## src/rtl/core/bme_pkg.sv

```systemverilog
package bme_pkg;

  localparam int unsigned KeyBitsDefault = 32;

  localparam logic RegModulus  = 1'b0;
  localparam logic RegExponent = 1'b1;

endpackage

```

## src/rtl/core/bme_cell.sv

```systemverilog
module bme_cell (
  input  logic clk_i,
  input  logic rst_ni,
  input  logic a_i,
  input  logic b_i,
  input  logic carry_i,
  input  logic add_i,
  input  logic acc_i,
  output logic acc_o,
  output logic sum_o,
  output logic carry_o
);

  logic acc_q;
  logic s;
  logic c;

  assign s = b_i ^ (a_i & add_i) ^ carry_i;
  assign c = (b_i & (a_i & add_i)) | (b_i & carry_i) | ((a_i & add_i) & carry_i);

  always_ff @(posedge clk_i or negedge rst_ni) begin
    if (!rst_ni) begin
      acc_q <= 1'b0;
    end else begin
      acc_q <= acc_i;
    end
  end

  assign acc_o   = acc_q;
  assign sum_o   = s;
  assign carry_o = c;

endmodule

```

## src/rtl/core/bme_modmul.sv

```systemverilog
module bme_modmul #(
  parameter int unsigned KeyBits = bme_pkg::KeyBitsDefault
) (
  input  logic               clk_i,
  input  logic               rst_ni,
  input  logic               start_i,
  input  logic [KeyBits-1:0] a_i,
  input  logic [KeyBits-1:0] b_i,
  input  logic [KeyBits-1:0] m_i,
  output logic               done_o,
  output logic [KeyBits-1:0] p_o
);

  localparam int unsigned CntW = $clog2(KeyBits + 1);

  logic [KeyBits-1:0] a_q, a_d;
  logic [KeyBits:0]   acc_q, acc_d;
  logic [CntW-1:0]    cnt_q, cnt_d;
  logic               busy_q, busy_d;
  logic [KeyBits+1:0] dbl;
  logic [KeyBits+1:0] r1;
  logic [KeyBits+1:0] r2;
  logic [KeyBits:0]   cell_a;
  logic [KeyBits:0]   cell_sum;
  logic [KeyBits+1:0] cell_c;
  logic [KeyBits+1:0] sum_full;
  logic [KeyBits+1:0] mm;

  assign mm  = {2'b0, m_i};
  assign dbl = {acc_q, 1'b0};
  assign r1  = (dbl >= mm) ? dbl - mm : dbl;
  assign cell_a = {1'b0, b_i};
  assign cell_c[0] = 1'b0;

  genvar g;
  for (g = 0; g <= KeyBits; g++) begin : g_cell
    bme_cell u_cell (
      .clk_i   (clk_i),
      .rst_ni  (rst_ni),
      .a_i     (cell_a[g]),
      .b_i     (r1[g]),
      .carry_i (cell_c[g]),
      .add_i   (a_q[KeyBits-1]),
      .acc_i   (acc_d[g]),
      .acc_o   (acc_q[g]),
      .sum_o   (cell_sum[g]),
      .carry_o (cell_c[g+1])
    );
  end

  assign sum_full = {cell_c[KeyBits+1] ^ r1[KeyBits+1], cell_sum};
  assign r2 = (sum_full >= mm) ? sum_full - mm : sum_full;

  always_comb begin
    a_d    = a_q;
    acc_d  = acc_q;
    cnt_d  = cnt_q;
    busy_d = busy_q;
    if (start_i) begin
      a_d    = a_i;
      acc_d  = '0;
      cnt_d  = CntW'(KeyBits);
      busy_d = 1'b1;
    end else if (busy_q) begin
      acc_d = r2[KeyBits:0];
      a_d   = {a_q[KeyBits-2:0], 1'b0};
      cnt_d = cnt_q - 1'b1;
      if (cnt_q == CntW'(1)) begin
        busy_d = 1'b0;
      end
    end
  end

  always_ff @(posedge clk_i or negedge rst_ni) begin
    if (!rst_ni) begin
      busy_q <= 1'b0;
      cnt_q  <= '0;
    end else begin
      busy_q <= busy_d;
      cnt_q  <= cnt_d;
    end
  end

  always_ff @(posedge clk_i) begin
    a_q <= a_d;
  end

  assign done_o = busy_q && (cnt_q == CntW'(1));
  assign p_o    = r2[KeyBits-1:0];

endmodule

```

## src/rtl/core/byte_modular_exponentiation.sv

```systemverilog
// Computes plain_byte ** exponent mod modulus with right-to-left square-and-multiply.
// One shared bit-serial modular multiplier (a chain of KeyBits+1 adder cells)
// forms every product. The byte is first reduced by one product with 1, then
// each exponent bit up to the highest set bit costs one or two products.
// Zero modulus answers 0 with bad_modulus set; zero exponent answers 1.
module byte_modular_exponentiation #(
  parameter int unsigned KeyBits = bme_pkg::KeyBitsDefault
) (
  input  logic         clk_i,
  input  logic         rst_ni,
  input  logic         cfg_valid_i,
  output logic         cfg_ready_o,
  input  logic         cfg_index_i,
  input  logic [31:0]  cfg_data_i,
  input  logic         in_valid_i,
  output logic         in_ready_o,
  input  logic [7:0]   plain_byte_i,
  output logic         out_valid_o,
  input  logic         out_ready_i,
  output logic [31:0]  cipher_word_o,
  output logic         bad_modulus_o
);

  localparam logic [2:0] StIdle = 3'd0;
  localparam logic [2:0] StMul  = 3'd1;
  localparam logic [2:0] StWMul = 3'd2;
  localparam logic [2:0] StSq   = 3'd3;
  localparam logic [2:0] StWSq  = 3'd4;
  localparam logic [2:0] StOut  = 3'd5;
  localparam logic [2:0] StRed  = 3'd6;
  localparam logic [2:0] StWRed = 3'd7;

  logic [2:0]         st_q, st_d;
  logic [KeyBits-1:0] mod_q, exp_q, e_q, e_d, acc_q, acc_d, sq_q, sq_d;
  logic [31:0]        word_q, word_d;
  logic               bad_q, bad_d;
  logic               mul_start;
  logic               mul_done;
  logic [KeyBits-1:0] mul_a, mul_b, mul_p;
  logic [KeyBits-1:0] base_ext;
  logic [31:0]        cfg_v;

  assign cfg_v    = cfg_data_i;
  assign base_ext = KeyBits'({24'b0, plain_byte_i});
  assign cfg_ready_o = (st_q == StIdle);
  assign in_ready_o  = (st_q == StIdle) && !cfg_valid_i;
  assign out_valid_o = (st_q == StOut);
  assign cipher_word_o = word_q;
  assign bad_modulus_o = bad_q;

  always_ff @(posedge clk_i or negedge rst_ni) begin
    if (!rst_ni) begin
      mod_q <= KeyBits'(1);
      exp_q <= KeyBits'(1);
    end else if (cfg_valid_i && cfg_ready_o) begin
      unique case (cfg_index_i)
        bme_pkg::RegModulus:  mod_q <= KeyBits'(cfg_v);
        bme_pkg::RegExponent: exp_q <= KeyBits'(cfg_v);
        default: ;
      endcase
    end
  end

  bme_modmul #(.KeyBits(KeyBits)) u_mul (
    .clk_i   (clk_i),
    .rst_ni  (rst_ni),
    .start_i (mul_start),
    .a_i     (mul_a),
    .b_i     (mul_b),
    .m_i     (mod_q),
    .done_o  (mul_done),
    .p_o     (mul_p)
  );

  always_comb begin
    st_d = st_q;
    e_d = e_q;
    acc_d = acc_q;
    sq_d = sq_q;
    word_d = word_q;
    bad_d = bad_q;
    mul_start = 1'b0;
    mul_a = acc_q;
    mul_b = sq_q;
    unique case (st_q)
      StIdle: begin
        if (in_valid_i && in_ready_o) begin
          bad_d = 1'b0;
          if (mod_q == '0) begin
            word_d = '0;
            bad_d  = 1'b1;
            st_d   = StOut;
          end else if (exp_q == '0) begin
            word_d = 32'd1;
            st_d   = StOut;
          end else begin
            e_d   = exp_q;
            acc_d = (mod_q == KeyBits'(1)) ? '0 : KeyBits'(1);
            sq_d  = base_ext;
            st_d  = StRed;
          end
        end
      end
      StRed: begin
        mul_start = 1'b1;
        mul_a = sq_q;
        mul_b = acc_q;
        st_d  = StWRed;
      end
      StWRed: begin
        mul_a = sq_q;
        mul_b = acc_q;
        if (mul_done) begin
          sq_d = mul_p;
          st_d = StMul;
        end
      end
      StMul: begin
        if (e_q[0]) begin
          mul_start = 1'b1;
          st_d = StWMul;
        end else begin
          st_d = StSq;
        end
      end
      StWMul: begin
        if (mul_done) begin
          acc_d = mul_p;
          st_d  = StSq;
        end
      end
      StSq: begin
        e_d = e_q >> 1;
        if (e_q[KeyBits-1:1] == '0) begin
          word_d = 32'(acc_q);
          st_d   = StOut;
        end else begin
          mul_start = 1'b1;
          mul_a = sq_q;
          st_d  = StWSq;
        end
      end
      StWSq: begin
        mul_a = sq_q;
        if (mul_done) begin
          sq_d = mul_p;
          st_d = StMul;
        end
      end
      StOut: begin
        if (out_ready_i) begin
          st_d = StIdle;
        end
      end
      default: st_d = StIdle;
    endcase
  end

  always_ff @(posedge clk_i or negedge rst_ni) begin
    if (!rst_ni) begin
      st_q <= StIdle;
    end else begin
      st_q <= st_d;
    end
  end

  always_ff @(posedge clk_i) begin
    e_q    <= e_d;
    acc_q  <= acc_d;
    sq_q   <= sq_d;
    word_q <= word_d;
    bad_q  <= bad_d;
  end

  a_bad_zero : assert property (@(posedge clk_i) disable iff (!rst_ni)
    out_valid_o && bad_modulus_o |-> cipher_word_o == 32'd0)
    else $error("bad modulus with nonzero word");
  a_out_hold : assert property (@(posedge clk_i) disable iff (!rst_ni)
    out_valid_o && !out_ready_i |=> out_valid_o && $stable(cipher_word_o))
    else $error("result dropped");
  a_no_in_busy : assert property (@(posedge clk_i) disable iff (!rst_ni)
    out_valid_o |-> !in_ready_o)
    else $error("input taken while result pending");

endmodule
```

## config.mk

```make
export PLATFORM = sky130hd
export DESIGN_NAME = byte_modular_exponentiation
export DESIGN_NICKNAME = d
export VERILOG_FILES = /design/src/rtl/core/bme_pkg.sv /design/src/rtl/core/bme_cell.sv /design/src/rtl/core/bme_modmul.sv /design/src/rtl/core/byte_modular_exponentiation.sv
export SDC_FILE = /design/constraint.sdc
export NUM_CORES = 1
export LEC_CHECK = 0
export BUFFER_PORTS_ARGS = -buffer_cell sky130_fd_sc_hd__clkbuf_2
export CAP_MARGIN = 15
export CORE_MARGIN = 2
export CORE_UTILIZATION = 40
export CTS_CLUSTER_SIZE = 12
export DETAILED_ROUTE_END_ITERATION = 6
export PLACE_DENSITY = 0.63
export SLEW_MARGIN = 30
export SYNTH_ARGS = -nofsm -noshare
export SYNTH_HDL_FRONTEND = slang
export SYNTH_SLANG_ARGS = --single-unit
```

## constraint.sdc

```tcl
create_clock -name clk_i -period 19 [get_ports clk_i]
set_clock_uncertainty 0.05 [all_clocks]
set_input_delay 0.95 -clock clk_i [delete_from_list [all_inputs] [get_ports clk_i]]
set_output_delay 0.95 -clock clk_i [all_outputs]
set_load 0.02 [all_outputs]
```

# Word-level counts from Yosys, hierarchy flattened
# Cells that the tools add are included.
# word_totals
regBits,268
inputBits,46
output_inout_bits,36
wordCells,391
# classes
addsub,3
n_lt_le_gt_ge,2
n_eq_ne,17
muxes,46
bitwise,255
n_reduce_logical,24
# op_table
cell,n
32-bit 2-to-1 mux,18
32-bit one-hot mux with 2 select lines,5
1-bit bitwise AND,127
33-bit 2-to-1 mux,3
34-bit by 32-bit greater-or-equal comparator with 1-bit output,2
1-bit XOR,65
32-bit logical NOT,2
1-bit bitwise OR,62
34-bit 2-to-1 mux,1
34-bit by 32-bit subtractor with 34-bit output,1
33-bit by 32-bit subtractor with 33-bit output,1
"32-bit by 1-bit == test with 1-bit output, second input constant",1
31-bit logical NOT,1
3-bit one-hot mux with 7 select lines,1
"3-bit == test, second input constant",4
3-bit 2-to-1 mux,4
6-bit 2-to-1 mux,2
4-bit AND reduction,3
5-bit AND reduction,2
1-bit 2-to-1 mux,9
"2-bit != test, second input constant",4
2-bit nonzero test,4
"3-bit by 2-bit == test with 1-bit output, second input constant",2
"6-bit by 1-bit == test with 1-bit output, second input constant",1
other kinds (13),22

# Depth between registers and ports, before layout
# depth
word_depth,104
ltp_mapped,53
mapped_depth_nobuf,50

# Modules after synthesis
# Synthesis repeated with hierarchy kept, for this count alone.
# hier_totals
cells_unflattened,1711
hier_area_um2,17359.1
# by_module_without_submodules
mod,n_inst,cells_each,area_per_inst_um2,seq_area_each_um2
byte_modular_exponentiation,1,648,8728.4,5552.8
bme_modmul,1,832,6525.0,1136.1
bme_cell,33,7,63.8,25.0

# Worst setup path after synthesis
# No wires, ideal clock.
# synth_timing
kind,reg2reg
startpoint,reg mod_q[0]
endpoint,"reg acc_q[29], data pin"
setup_ns,0.255
arrival_ns,16.499
required_time_ns,18.695
path_slack_ns,2.196
stages_incl_launch_ff,52
path_buffers,2
synth_period_minus_slack_ns,16.804
path_cell_list,dfstp_2 inv_1 fa_1 a21o_1 a221o_2 a211oi_2 o21ai_1 a21oi_1 clkbuf_1 clkbuf_1 nor2_1 ha_1 fa_1 fa_1 fa_1 fa_1 fa_1 fa_1 (+16 left out) fa_1 fa_1 fa_1 fa_1 fa_1 fa_1 fa_1 fa_1 fa_1 ha_1 nand2_1 nor2_1 nand3_1 o2111ai_1 a41oi_2 nand3_2 mux2_1 and2_1
# synth_between
elab_chain_len,102
elab_cells_between_ends,230
classes_between,2 x add/sub; 2 x order compare; 4 x mux; 222 x bitwise
# synth_lines
item,line_no,rtl
"start, declared",byte_modular_exponentiation.sv:34,"logic [KeyBits-1:0] mod_q, exp_q, e_q, e_d, acc_q, acc_d, sq_q, sq_d;"
"start signal, assigned",byte_modular_exponentiation.sv:53,mod_q <= KeyBits'(1);
"start signal, assigned",byte_modular_exponentiation.sv:57,bme_pkg::RegModulus: mod_q <= KeyBits'(cfg_v);
34-bit by 32-bit subtractor with 34-bit output or 34-bit by 32-bit greater-or-equal comparator with 1-bit output (tied branches),bme_modmul.sv:31,assign r1 = (dbl >= mm) ? dbl - mm : dbl;
34-bit 2-to-1 mux,bme_modmul.sv:31,
1-bit bitwise AND (2 in a row),bme_cell.sv:19,assign c = (b_i & (a_i & add_i)) | (b_i & carry_i) | ((a_i & add_i) & carry_i);
1-bit bitwise OR (2 in a row),bme_cell.sv:19,
1-bit bitwise AND,bme_cell.sv:19,
1-bit bitwise OR (2 in a row),bme_cell.sv:19,
1-bit bitwise AND,bme_cell.sv:19,
1-bit bitwise OR (2 in a row),bme_cell.sv:19,
(+81 left out),--,
1-bit bitwise AND,bme_cell.sv:19,
1-bit bitwise OR (2 in a row),bme_cell.sv:19,
1-bit bitwise AND,bme_cell.sv:19,
1-bit XOR,bme_modmul.sv:51,"assign sum_full = {cell_c[KeyBits+1] ^ r1[KeyBits+1], cell_sum};"
34-bit by 32-bit greater-or-equal comparator with 1-bit output,bme_modmul.sv:52,assign r2 = (sum_full >= mm) ? sum_full - mm : sum_full;
33-bit 2-to-1 mux (*),bme_modmul.sv:52,
32-bit 2-to-1 mux (*),byte_modular_exponentiation.sv:127,if (mul_done) begin
32-bit one-hot mux with 2 select lines (*),byte_modular_exponentiation.sv:85,unique case (st_q)
"end signal, assigned",byte_modular_exponentiation.sv:169,acc_q <= acc_d;
"end, declared",byte_modular_exponentiation.sv:34,
# Every way passes the cells marked *; elsewhere a longest branch is shown, timed or not. The select of a mux whose other input is x is not followed.
# A chain may end at the register's enable or synchronous reset.

# Worst setup path in the final report
# layout_timing
startpoint,reg mod_q[0]
endpoint,"reg acc_q[8], data pin"
# The elaborated chain is that of the path after synthesis.

==> reports/results.tsv <==
metric	value	unit
CP endpoint kind	flop	
CTS tree	yes	
Placed Instance Area	0.0173	mm²
DRC viols	0	
final hold vios	0	
worst skew pair latency	0.58	ns
GPL Wtd Cong	0.967	
crit path launch	mod_q[0]	
IR drop worst, VDD	0.0000514	V
Synth cell types	74	
TritonRoute pass-1 iters	5	
Post-Syn Area	0.0164	mm²
Total Nets Final	1875	
FF+latch count, synth	268	
hold buffer count at cts	0	
power per cell area	66.1	mW/mm²
Worst EP required	19.24	ns
total power	0.00121	W
aggregate negative setup slack	0	ns
Max stage delay on crit path	0.56	ns
sequential-to-total area share from yosys stat	45.9	%
Setup WS post-layout	0.838	ns
num rows	74	
HPWL after detailed placement	34000	µm
Syn-to-layout area delta	11.9	%
die area	0.0426	mm²
multi-input logic area	0.00834	mm²
pre-CTS setup slack	0.974	ns
register area	0.00752	mm²
Slew HR	37.1	%
All-Layer GR Usage	22.7	%
Worst Hold Class	primary input to asynchronous set/reset pin	
antenna viol nets, final	0	
Reg clk slew, reported paths	0.06	ns
Design Area, Final	0.0183	mm²
kind of critical path	flop to flop	
Worst-Margin Slew	0.932	ns
fin crit share	95.6	%
routed len/inst	20.7	µm
core area	0.0406	mm²
RSZ-0062 raised after global routing	false	
Max Freq	55.1	MHz
Post-synth EDFFs	161	
Post-synth ARST share	39.9	%
initial core utilization	40.3	%
initial antenna violation count	0	
max cap viols	0	
top_reg_cell synth	edfxtp_1	
layout cell share with drive strength beyond 1	12.5	%
crit path max fanout	19	
Post-Syn Area per Cell	9.75	µm²
Max Slew Vio Count	0	
CTS max path bufs	3	
Yosys Warn Count	0	
cell mode on critical path	fa_1	
fill cell count	3884	
Static Leakage	8.19	nW
post-CTS setup buffers	0	
worst flop-to-flop path startpoint	mod_q[0]	
startpoint types	flop	
crit path max-delay cell type	dfstp_2	
Die Ht	206	µm
Buffers on Ports	81	
H-tree Lvls	1	
Root Driver	clkbuf_16	
first-pass GRT wire length	74300	µm
antenna diode instance count	0	
largest net degree at the start of global routing	97	
die width	206	µm
global route total overflow	0	
CP arrival	18.40	ns
CTS resizes	0	
drt via density	5.61	
number of CTS-inserted buffers	31	
CTS Sinks	268	
Via Count	12821	
Final min period	18.16	ns
Mapped Nets	1828	
vias in the first global route	12901	
Routed Wire Length	47300	µm
1st-iter DRT viols	919	
status	finished clean	
final setup violation count	0	
Cells after Synth	1681	
I/O pin count	82	
[cells in the mapped netlist, types with 3 or more instances]
master | n | area share [%]
xnor2_1 | 36 | 1.9
clkbuf_1 | 78 | 1.8
nand4_1 | 20 | 0.76
buf_2 | 4 | 0.12
a211oi_1 | 11 | 0.50
ha_1 | 68 | 5.2
o21ai_0 | 149 | 4.6
and4_1 | 4 | 0.21
inv_1 | 62 | 1.4
a311oi_1 | 4 | 0.21
o21bai_1 | 13 | 0.60
nand2b_1 | 3 | 0.11
fa_1 | 33 | 4.0
o211ai_1 | 13 | 0.60
mux2_2 | 39 | 2.7
a21o_1 | 29 | 1.3
a21oi_1 | 96 | 2.9
and2_1 | 41 | 1.6
mux2i_1 | 56 | 3.4
xor2_1 | 23 | 1.2
or3_1 | 4 | 0.15
nand2_1 | 316 | 7.2
nor4_1 | 27 | 1.0
a21boi_0 | 36 | 1.6
nor2_1 | 100 | 2.3
a31oi_1 | 10 | 0.38
o2111ai_1 | 4 | 0.21
o31ai_1 | 6 | 0.27
nand3_1 | 25 | 0.76
o21ai_1 | 18 | 0.55
dfrtp_1 | 105 | 16
edfxtp_1 | 161 | 30
and3_1 | 7 | 0.27
o21a_1 | 8 | 0.37
nor3_1 | 15 | 0.46
nor2b_1 | 6 | 0.23
or4_1 | 4 | 0.18
[logic make-up (layout without fill, tap and decap cells)]
kind of cell	Yosys count	count (layout)	synth area share, %
AND/OR/NAND/NOR	587	587	16.2
multiplexers	96	96	6.17
adder cells (fa/ha/maj)	101	101	9.23
flip-flops	268	268	45.9
AO/OA/AOI/OAI	421	421	15.9
XOR/XNOR	59	59	3.15
buffers and inverters	149	220	3.56
[per-stage QoR]
stage / cells / util, % / hold slack [ns]
2_1_floorplan: 1681 / - / 0.434
3_3_place_gp: 2226 / 42.6 / 0.449
3_5_place_dp: 2227 / 42.7 / 0.456
4_1_cts: 2284 / 45.1 / 0.339
5_1_grt: 2284 / 45.1 / 0.375
6_report: 2284 / 45.1 / 0.340
[power breakdown]
group          switching, W  internal [W]
clock              0.000249      0.000338
combinational    0.00000886    0.00000375
sequential                0      0.000613
total              0.000258      0.000955
[cells in the final DEF, fill, tap and decap left out, types with 7 or more instances in the layout]
cell and n:
clkbuf_16 31, a31oi_1 10, nand4_1 20, a21oi_1 93, o21ai_0 149, dfrtp_1 104
a21boi_0 35, a21o_1 29, clkbuf_2 80, clkinv_2 7, nor4_1 27, o21a_1 7
ha_1 68, nand3_1 25, and3_1 7, inv_1 62, and2_1 41, o21ai_1 18
buf_4 17, edfxtp_1 161, nand2_1 316, nor3_1 15, fa_1 33, xor2_1 23
o211ai_1 13, xnor2_1 36, mux2_2 39, clkbuf_1 8, o21bai_1 13, mux2i_1 56
nor2_1 98, a211oi_1 11
[worst paths after layout]
path	endpoint	slack (ns)	cells after the start
max in group asynchronous	u_mul.busy_q	17.42	2
worst max-delay path	acc_q[8]	0.84	49
worst min register to register	u_mul.cnt_q[5]	0.47	2
worst max register to register	acc_q[8]	0.84	49
min in group clk_i	u_mul.cnt_q[5]	0.47	2
worst min-delay path	u_mul.g_cell[27].u_cell.acc_o	0.34	1
[per-layer routing]
layer | vias up | part of all wire [%] | track usage (%)
met2 | 357 | 47 | 37.2
met1 | 6274 | 44 | 30.6
li1 | 6093 | - | -
met5 | - | 0 | 0
met3 | 97 | 5.2 | 2.89
met4 | 0 | 3.9 | 9.11
[critical path, delay by kind of cell, from the launching register on]
| family | cells | cell delay (ns) |
|---|---|---|
| adders and majority gates | 33 | 13.28 |
| AOI/OAI and AO/OA | 7 | 1.96 |
| and+or+nand+nor | 5 | 0.90 |
| muxes | 2 | 0.64 |
| DFF | 1 | 0.56 |
| buffers and inverters | 2 | 0.46 |
[state kept, by name, indices dropped and copies added, names as in the netlist, 32 cells and up]
signal                     count
acc_q                         32
cipher_word_o                 32
e_q                           32
exp_q                         32
mod_q                         32
sq_q                          32
u_mul.a_q                     32
u_mul.g_cell.u_cell.acc_o     33
[layout make-up]
| type | count | share of cell area, % |
|---|---|---|
| Sequential cell | 268 | 41.0 |
| Clock buffer | 42 | 4.62 |
| Inverter | 62 | 1.27 |
| Multi-Input combinational cell | 1264 | 45.5 |
| Clock inverter | 15 | 0.737 |
| Timing Repair Buffer | 101 | 3.26 |
| Tap cell | 532 | 3.63 |
Power figures use the tool's default switching activity.
